<file path="src/rtl/sara_pkg.sv">
// shared types and constants for the sonar range averager
package sara_pkg;

  localparam int unsigned PEND_W  = 30;
  localparam int unsigned SUM_W   = 46;
  localparam int unsigned CNT_W   = 16;
  localparam int unsigned PROD_W  = 54;
  localparam int unsigned RANGE_W = 38;

  localparam logic [PROD_W-1:0] RANGE_MAX = 54'd253999999746;

  localparam logic [7:0] CHAR_R    = 8'h52;
  localparam logic [7:0] CHAR_ZERO = 8'h30;
  localparam logic [7:0] CHAR_NINE = 8'h39;

  localparam logic OP_BYTE = 1'b0;
  localparam logic OP_POLL = 1'b1;

  typedef struct packed {
    logic       operation;
    logic [7:0] byte_value;
  } sara_in_t;

  typedef struct packed {
    logic [RANGE_W-1:0] range_tenth_mm;
    logic               no_reading;
  } sara_out_t;

  typedef struct packed {
    logic       byte_en;
    logic       clear;
    logic [7:0] byte_value;
  } parse_ctrl_t;

  typedef struct packed {
    logic busy;
    logic done;
  } div_stat_t;

endpackage

</file>
<file path="src/rtl/sonar_ascii_range_averager.sv">
// top level of the sonar ascii range averager
//
// input channel (in_valid_i / in_ready_o / in_item_i) carries either a
// received serial byte or a poll. digits build a pending number, 'R' adds it
// to a running sum and count, other bytes are ignored. a byte item gives no
// result; the block is ready again on the next cycle.
// a poll gives one result on the output channel (out_valid_o / out_ready_i /
// out_item_o): floor(sum*254/count) in tenths of a millimetre, clamped to
// 253999999746, or no_reading with range 0 when the count is zero.
// a poll with readings goes from accept to the output register in steps:
// load the divider (the scaling by 254 is a shift and subtract on its
// input), divide at one quotient bit per cycle, clamp, then move into the
// output register; a poll with no readings goes to that move directly.
// in_ready_o is low while a poll is being worked on.
// the output register holds a result until taken; further bytes are still
// accepted meanwhile, and a new poll finishes only once the register is free.
// reset clears the pending number, sum, count and the output valid at once.
module sonar_ascii_range_averager #(
  parameter int unsigned DIGIT_BUFFER_CHARS = 10
) (
  input  logic                clk_i,
  input  logic                rst_ni,
  input  logic                in_valid_i,
  output logic                in_ready_o,
  input  sara_pkg::sara_in_t  in_item_i,
  output logic                out_valid_o,
  input  logic                out_ready_i,
  output sara_pkg::sara_out_t out_item_o
);
  import sara_pkg::*;

  localparam logic [1:0] S_IDLE = 2'd0;
  localparam logic [1:0] S_MUL  = 2'd1;
  localparam logic [1:0] S_DIV  = 2'd2;
  localparam logic [1:0] S_EMIT = 2'd3;

  logic [1:0]        state_q, state_d;
  logic              in_acc, poll_acc;
  logic              out_valid_q, out_valid_d;
  sara_out_t         out_q;
  sara_out_t         res_q;
  logic [SUM_W-1:0]  sum_snap_q;
  logic [CNT_W-1:0]  cnt_snap_q;

  parse_ctrl_t       pctrl;
  logic [SUM_W-1:0]  sum;
  logic [CNT_W-1:0]  count;

  logic              div_start;
  logic [PROD_W-1:0] product;
  div_stat_t         div_stat;
  logic [PROD_W-1:0] quotient;
  logic              emit_go;

  assign in_ready_o = (state_q == S_IDLE);
  assign in_acc     = in_valid_i && in_ready_o;
  assign poll_acc   = in_acc && (in_item_i.operation == OP_POLL);

  always_comb begin
    pctrl.byte_en    = in_acc && (in_item_i.operation == OP_BYTE);
    pctrl.clear      = poll_acc;
    pctrl.byte_value = in_item_i.byte_value;
  end

  sara_parser #(
    .DIGIT_BUFFER_CHARS(DIGIT_BUFFER_CHARS)
  ) u_parser (
    .clk_i   (clk_i),
    .rst_ni  (rst_ni),
    .ctrl_i  (pctrl),
    .sum_o   (sum),
    .count_o (count)
  );

  // times 254 as (x << 8) - (x << 1)
  assign product   = {sum_snap_q, 8'd0} - {7'd0, sum_snap_q, 1'b0};
  assign div_start = (state_q == S_MUL);

  sara_divider u_divider (
    .clk_i      (clk_i),
    .rst_ni     (rst_ni),
    .start_i    (div_start),
    .dividend_i (product),
    .divisor_i  (cnt_snap_q),
    .stat_o     (div_stat),
    .quotient_o (quotient)
  );

  assign emit_go = (state_q == S_EMIT) && (!out_valid_q || out_ready_i);

  always_comb begin
    state_d = state_q;
    case (state_q)
      S_IDLE: begin
        if (poll_acc) begin
          state_d = (count == '0) ? S_EMIT : S_MUL;
        end
      end
      S_MUL: begin
        state_d = S_DIV;
      end
      S_DIV: begin
        if (div_stat.done) begin
          state_d = S_EMIT;
        end
      end
      S_EMIT: begin
        if (emit_go) begin
          state_d = S_IDLE;
        end
      end
      default: begin
        state_d = S_IDLE;
      end
    endcase
  end

  always_comb begin
    out_valid_d = out_valid_q;
    if (out_valid_q && out_ready_i) begin
      out_valid_d = 1'b0;
    end
    if (emit_go) begin
      out_valid_d = 1'b1;
    end
  end

  always_ff @(posedge clk_i or negedge rst_ni) begin
    if (!rst_ni) begin
      state_q     <= S_IDLE;
      out_valid_q <= 1'b0;
    end else begin
      state_q     <= state_d;
      out_valid_q <= out_valid_d;
    end
  end

  always_ff @(posedge clk_i) begin
    if (poll_acc) begin
      sum_snap_q <= sum;
      cnt_snap_q <= count;
      res_q.range_tenth_mm <= '0;
      res_q.no_reading     <= (count == '0);
    end else if (div_stat.done) begin
      res_q.range_tenth_mm <= (quotient > RANGE_MAX) ? RANGE_MAX[RANGE_W-1:0]
                                                     : quotient[RANGE_W-1:0];
      res_q.no_reading     <= 1'b0;
    end
    if (emit_go) begin
      out_q <= res_q;
    end
  end

  assign out_valid_o = out_valid_q;
  assign out_item_o  = out_q;

  a_poll_blocks: assert property (@(posedge clk_i) disable iff (!rst_ni)
    poll_acc |=> !in_ready_o)
    else $error("ready after poll item accepted");
  a_done_in_div: assert property (@(posedge clk_i) disable iff (!rst_ni)
    div_stat.done |-> state_q == S_DIV)
    else $error("divider finished outside its state");
  a_empty_zero: assert property (@(posedge clk_i) disable iff (!rst_ni)
    (out_valid_o && out_item_o.no_reading) |-> out_item_o.range_tenth_mm == '0)
    else $error("no reading flagged with nonzero range");
  a_start_from_mul: assert property (@(posedge clk_i) disable iff (!rst_ni)
    div_start |=> div_stat.busy && state_q == S_DIV)
    else $error("divider not running after start");

endmodule

</file>
<file path="src/rtl/sara_parser.sv">
// ascii digit parser with saturating reading sum and count
module sara_parser #(
  parameter int unsigned DIGIT_BUFFER_CHARS = 10
) (
  input  logic                        clk_i,
  input  logic                        rst_ni,
  input  sara_pkg::parse_ctrl_t       ctrl_i,
  output logic [sara_pkg::SUM_W-1:0]  sum_o,
  output logic [sara_pkg::CNT_W-1:0]  count_o
);
  import sara_pkg::*;

  localparam int unsigned DIG_W = $clog2(DIGIT_BUFFER_CHARS);
  localparam logic [DIG_W-1:0] DIG_LAST = DIG_W'(DIGIT_BUFFER_CHARS - 1);

  logic [PEND_W-1:0] pend_q, pend_d;
  logic [DIG_W-1:0]  digits_q, digits_d;
  logic [SUM_W-1:0]  sum_q, sum_d;
  logic [CNT_W-1:0]  cnt_q, cnt_d;

  logic              is_digit;
  logic [3:0]        digit_val;
  logic [PEND_W+3:0] pend_x10;
  logic [SUM_W:0]    sum_add;

  always_comb begin
    is_digit  = ctrl_i.byte_value inside {[CHAR_ZERO:CHAR_NINE]};
    digit_val = 4'(ctrl_i.byte_value - CHAR_ZERO);
    // times ten as two shifts and an add
    pend_x10  = {1'b0, pend_q, 3'b000} + {3'b000, pend_q, 1'b0} + {30'd0, digit_val};
    sum_add   = {1'b0, sum_q} + {{(SUM_W+1-PEND_W){1'b0}}, pend_q};

    pend_d   = pend_q;
    digits_d = digits_q;
    sum_d    = sum_q;
    cnt_d    = cnt_q;

    if (ctrl_i.clear) begin
      sum_d = '0;
      cnt_d = '0;
    end else if (ctrl_i.byte_en) begin
      if (ctrl_i.byte_value == CHAR_R) begin
        sum_d    = sum_add[SUM_W] ? '1 : sum_add[SUM_W-1:0];
        cnt_d    = (cnt_q == '1) ? cnt_q : cnt_q + 1'b1;
        pend_d   = '0;
        digits_d = '0;
      end else if (is_digit) begin
        if (digits_q == DIG_LAST) begin
          // buffer would fill: drop the whole number
          pend_d   = '0;
          digits_d = '0;
        end else begin
          pend_d   = pend_x10[PEND_W-1:0];
          digits_d = digits_q + 1'b1;
        end
      end
    end
  end

  always_ff @(posedge clk_i or negedge rst_ni) begin
    if (!rst_ni) begin
      pend_q   <= '0;
      digits_q <= '0;
      sum_q    <= '0;
      cnt_q    <= '0;
    end else begin
      pend_q   <= pend_d;
      digits_q <= digits_d;
      sum_q    <= sum_d;
      cnt_q    <= cnt_d;
    end
  end

  assign sum_o   = sum_q;
  assign count_o = cnt_q;

  a_digits_bound: assert property (@(posedge clk_i) disable iff (!rst_ni)
    digits_q <= DIG_LAST)
    else $error("digit count beyond buffer");
  a_clear_wins: assert property (@(posedge clk_i) disable iff (!rst_ni)
    ctrl_i.clear |=> (sum_q == '0 && cnt_q == '0))
    else $error("sum or count not cleared by poll");
  a_pend_on_clear: assert property (@(posedge clk_i) disable iff (!rst_ni)
    (ctrl_i.clear && !ctrl_i.byte_en) |=> $stable(pend_q))
    else $error("pending value changed by poll");

endmodule

</file>
<file path="src/rtl/sara_divider.sv">
// restoring divider, one quotient bit per cycle
module sara_divider (
  input  logic                         clk_i,
  input  logic                         rst_ni,
  input  logic                         start_i,
  input  logic [sara_pkg::PROD_W-1:0]  dividend_i,
  input  logic [sara_pkg::CNT_W-1:0]   divisor_i,
  output sara_pkg::div_stat_t          stat_o,
  output logic [sara_pkg::PROD_W-1:0]  quotient_o
);
  import sara_pkg::*;

  localparam int unsigned STEP_W = $clog2(PROD_W);
  localparam logic [STEP_W-1:0] STEP_LAST = STEP_W'(PROD_W - 1);

  logic              busy_q, done_q;
  logic [STEP_W-1:0] step_q;
  logic [CNT_W-1:0]  rem_q, dvs_q;
  logic [PROD_W-1:0] quo_q;

  logic [CNT_W:0] trial;
  logic [CNT_W:0] diff;
  logic           fits;

  always_comb begin
    trial = {rem_q, quo_q[PROD_W-1]};
    diff  = trial - {1'b0, dvs_q};
    fits  = (trial >= {1'b0, dvs_q});
  end

  always_ff @(posedge clk_i or negedge rst_ni) begin
    if (!rst_ni) begin
      busy_q <= 1'b0;
      done_q <= 1'b0;
      step_q <= '0;
    end else begin
      done_q <= 1'b0;
      if (start_i) begin
        busy_q <= 1'b1;
        step_q <= STEP_LAST;
      end else if (busy_q) begin
        step_q <= step_q - 1'b1;
        if (step_q == '0) begin
          busy_q <= 1'b0;
          done_q <= 1'b1;
        end
      end
    end
  end

  // datapath needs no reset
  always_ff @(posedge clk_i) begin
    if (start_i) begin
      rem_q <= '0;
      dvs_q <= divisor_i;
      quo_q <= dividend_i;
    end else if (busy_q) begin
      rem_q <= fits ? diff[CNT_W-1:0] : trial[CNT_W-1:0];
      quo_q <= {quo_q[PROD_W-2:0], fits};
    end
  end

  assign stat_o.busy = busy_q;
  assign stat_o.done = done_q;
  assign quotient_o  = quo_q;

  a_no_restart: assert property (@(posedge clk_i) disable iff (!rst_ni)
    start_i |-> !busy_q)
    else $error("divider restarted while busy");
  a_done_after_busy: assert property (@(posedge clk_i) disable iff (!rst_ni)
    done_q |-> $past(busy_q) && !busy_q)
    else $error("done without a finished run");
  a_rem_bound: assert property (@(posedge clk_i) disable iff (!rst_ni)
    (busy_q && !$past(start_i)) |-> rem_q < dvs_q)
    else $error("partial remainder not below divisor");

endmodule
</file>
<file path="config.mk">
export PLATFORM = sky130hd
export DESIGN_NAME = sonar_ascii_range_averager
export DESIGN_NICKNAME = d
export VERILOG_FILES = /design/src/rtl/sara_pkg.sv /design/src/rtl/sonar_ascii_range_averager.sv /design/src/rtl/sara_parser.sv /design/src/rtl/sara_divider.sv
export SDC_FILE = /design/constraint.sdc
export NUM_CORES = 1
export LEC_CHECK = 0
export BUFFER_PORTS_ARGS = -buffer_cell sky130_fd_sc_hd__buf_2
export CORE_ASPECT_RATIO = 0.8
export CORE_MARGIN = 1
export CORE_UTILIZATION = 45
export DETAILED_ROUTE_END_ITERATION = 7
export HOLD_SLACK_MARGIN = 0.06
export PLACE_DENSITY = 0.62
export SKIP_LAST_GASP = 1
export SLEW_MARGIN = 30
export SYNTH_ARGS = -nofsm -noshare
export SYNTH_HDL_FRONTEND = slang
export SYNTH_HIERARCHICAL = 1
export SYNTH_SLANG_ARGS = --single-unit
export TNS_END_PERCENT = 1
</file>
<file path="constraint.sdc">
create_clock -name clk_i -period 8.5 [get_ports clk_i]
set_input_delay 0.85 -clock clk_i [delete_from_list [all_inputs] [get_ports clk_i]]
set_output_delay 0.85 -clock clk_i [all_outputs]
set_load 0.03 [all_outputs]
</file>
==> summary.md <==
| Metric | Value |
|---|---|
| GP Congestion | 0.9240 |
| Cell Rows | 68 |
| Critical path class | flip-flop to flip-flop |
| Iter 0 DRT Violations | 1128 |
| Part of the cycle the worst path needs | 44.02% |
| DR vias | 14256 |
| Vias per std cell | between 5 and 6 |
| Clock Latency Late Sink | 540 ps |
| Wire per inst | roughly 17 µm |
| Initial antenna violation count | 1 |
| Fraction of layout cells with a size suffix above 1 | between 10 and 15% |
| Num ports | 54 |
| Outcome | complete, no violations |
| First-pass DRT Iterations | 5 |
| Clock Sinks | 333 |
| GRT Util Overall | 19.57% |
| Antenna viol nets, final | 0 |
| VDD IR max | 137.7 µV |
| Slew headroom | 38.14% |
| Cells after Synth | 1868 |
| Vias in the first global route | 13325 |
| Horiz. Die Dim | 235.6 µm |
| Total power | 5.659 mW |
| Slew Viols, Final | 0 |
| Resize count post-CTS | 0 |
| Crit path time final | 3742 ps |
| Crit-path cells | inv_1 -> ha_1 -> nand2_1 -> nor2_1 -> nand3b_1 -> or3_1 -> a21oi_2 -> nor2_1 -> nor4_2 -> nand2_1 -> xor2_1 -> nor2_1 |
| Layout Area Growth over Synthesis | 10.35% |
| Worst-Margin Slew | 924.5 ps |
| CTS Hold Bufs | 0 |
| Place WS | 4346 ps |
| Pleak | 9.121 nW |
| Pwr/cell area | ~260 nW/µm² |
| Core ar. | 43140 µm² |
| CP max-delay cell | or3_1 |
| Crit Path Max Fanout | 6 |
| Largest net degree at the start of global routing | 85 |
| DIE AREA | about 45000 µm² |
| Arr. time, crit path | between 4000 and 5000 ps |
| Layout Skew | ~21 ps |
| First-pass GRT wire length | 71300 µm |
| DR DRC count | 0 |
| Startpoint Class | flip-flop |
| I/O Buffers | 53 |
| Layout Nets | 2078 |
| Final Hold Fails | 0 |
| CP required | 8890 ps |
| CP Capture Type | flip-flop |
| Congestion Overflow GR | 0 |
| Hold WC Path Type | primary input to async pin |
| Initial Utilization | 45.54% |
| DP HPWL | roughly 32000 µm |
| Longest Clk Path Bufs | 3 |
| Post-Syn Area | 19650 µm² |
| Worst Slack Setup Final | 4758 ps |
| RSZ-0062 raised after global routing | false |
| Worst Path Buf+Inv | 1 |
| Delay-heaviest family, CP | simple AND/OR/NAND/NOR gates |
| Clock Tree Root | clkbuf_16 |
| Clk pin slew, worst setup/hold paths | 60 ps |
| Most used cell, CP | nor2_1 |
| Chip height | ~190 µm |
| Syn nets | 2034 |
| ANT cells | 0 |
| Cts bufs inserted | 37 |
| CTS HTree Levels | 2 |
| CTS tree | yes |
| FMAX | around 270 MHz |
| Crit path largest cell delay | between 600 and 700 ps |
| Sum of negative setup slack | 0 ps |
| Final setup vio count | 0 |
| Number of synthesis warnings | 6 |
| Post-CTS Setup Bufs | 0 |
| Max Cap Viol | 0 |
| Final WL | between 40000 and 50000 µm |
| Syn_area_per_cell | 10.52 µm² |
[power breakdown]
part	internal, mW	total (mW)	switching [mW]
registers	2.10	2.32	0.228
clock network	0.987	1.64	0.657
logic	0.710	1.69	0.982
total	3.79	5.66	1.87
[stage by stage]
stage	cell area [µm²]	std cells	util, %	hold WS (ps)
floorplan	19650	1868	-	400.3
global placement	20390	2432	47.26	404.4
detailed placement	20420	2433	47.33	404.5
CTS	21680	2498	50.26	220.5
global route	21680	2498	50.26	235.5
finish	21680	2498	50.26	234.2
[final cells by class]
class,count,area (µm²)
timing repair buffer,65,374.1
tap,560,700.7
multi-input combinational,1366,10000
clock buffer,48,1070
sequential,333,8924
clock inverter,17,192.7
inverter,109,414.1
fill,3836,21460
[state kept, by name (all words and copies together), names as in the netlist, 2 cells and up]
signal,flops
u_parser/count_o,16
u_divider/dvs_q,16
u_divider/rem_q,16
u_divider/step_q,6
out_item_o,39
u_divider/quotient_o,54
u_parser/pend_q,30
sum_snap_q,46
u_parser/digits_q,4
cnt_snap_q,16
u_parser/sum_o,46
res_q,39
state_q,2
[path summary, 6_finish.rpt]
path	from	endpoint	slack, ps	depth (start not counted)
worst min-delay path	rst_ni	u_divider/step_q[4]	230	1
min in group clk_i	cnt_snap_q[2]	u_divider/dvs_q[2]	410	0
max in group asynchronous	rst_ni	u_parser/pend_q[19]	7150	2
worst max-delay path	state_q[1]	u_parser/count_o[11]	4760	12
worst min register to register	cnt_snap_q[2]	u_divider/dvs_q[2]	410	0
worst max register to register	state_q[1]	u_parser/count_o[11]	4760	12
[placed cells by master, fill, tap and decap left out, types with 20 or more instances in the layout]
cell type / instances
edfxtp_1: 172
nor2_1: 150
ha_1: 148
nand2_1: 141
a21oi_1: 122
inv_1: 107
dfrtp_1: 107
o21ai_0: 84
xnor2_1: 82
dfxtp_1: 54
mux2_2: 54
buf_2: 52
xor2_1: 48
nand3_1: 44
a21o_1: 41
clkbuf_16: 39
nor3_1: 32
nand4_1: 28
nand2b_1: 24
a22o_1: 24
a211oi_2: 21
a211oi_1: 20
[layer usage]
metal	routed length, µm	up-vias	global-route usage, %
li1	-	7031	-
met1	23130	6785	31.13
met2	17200	390	27.18
met3	2304	50	2.843
met4	766	0	5.405
met5	0	-	0
Power figures use the tool's default switching activity.
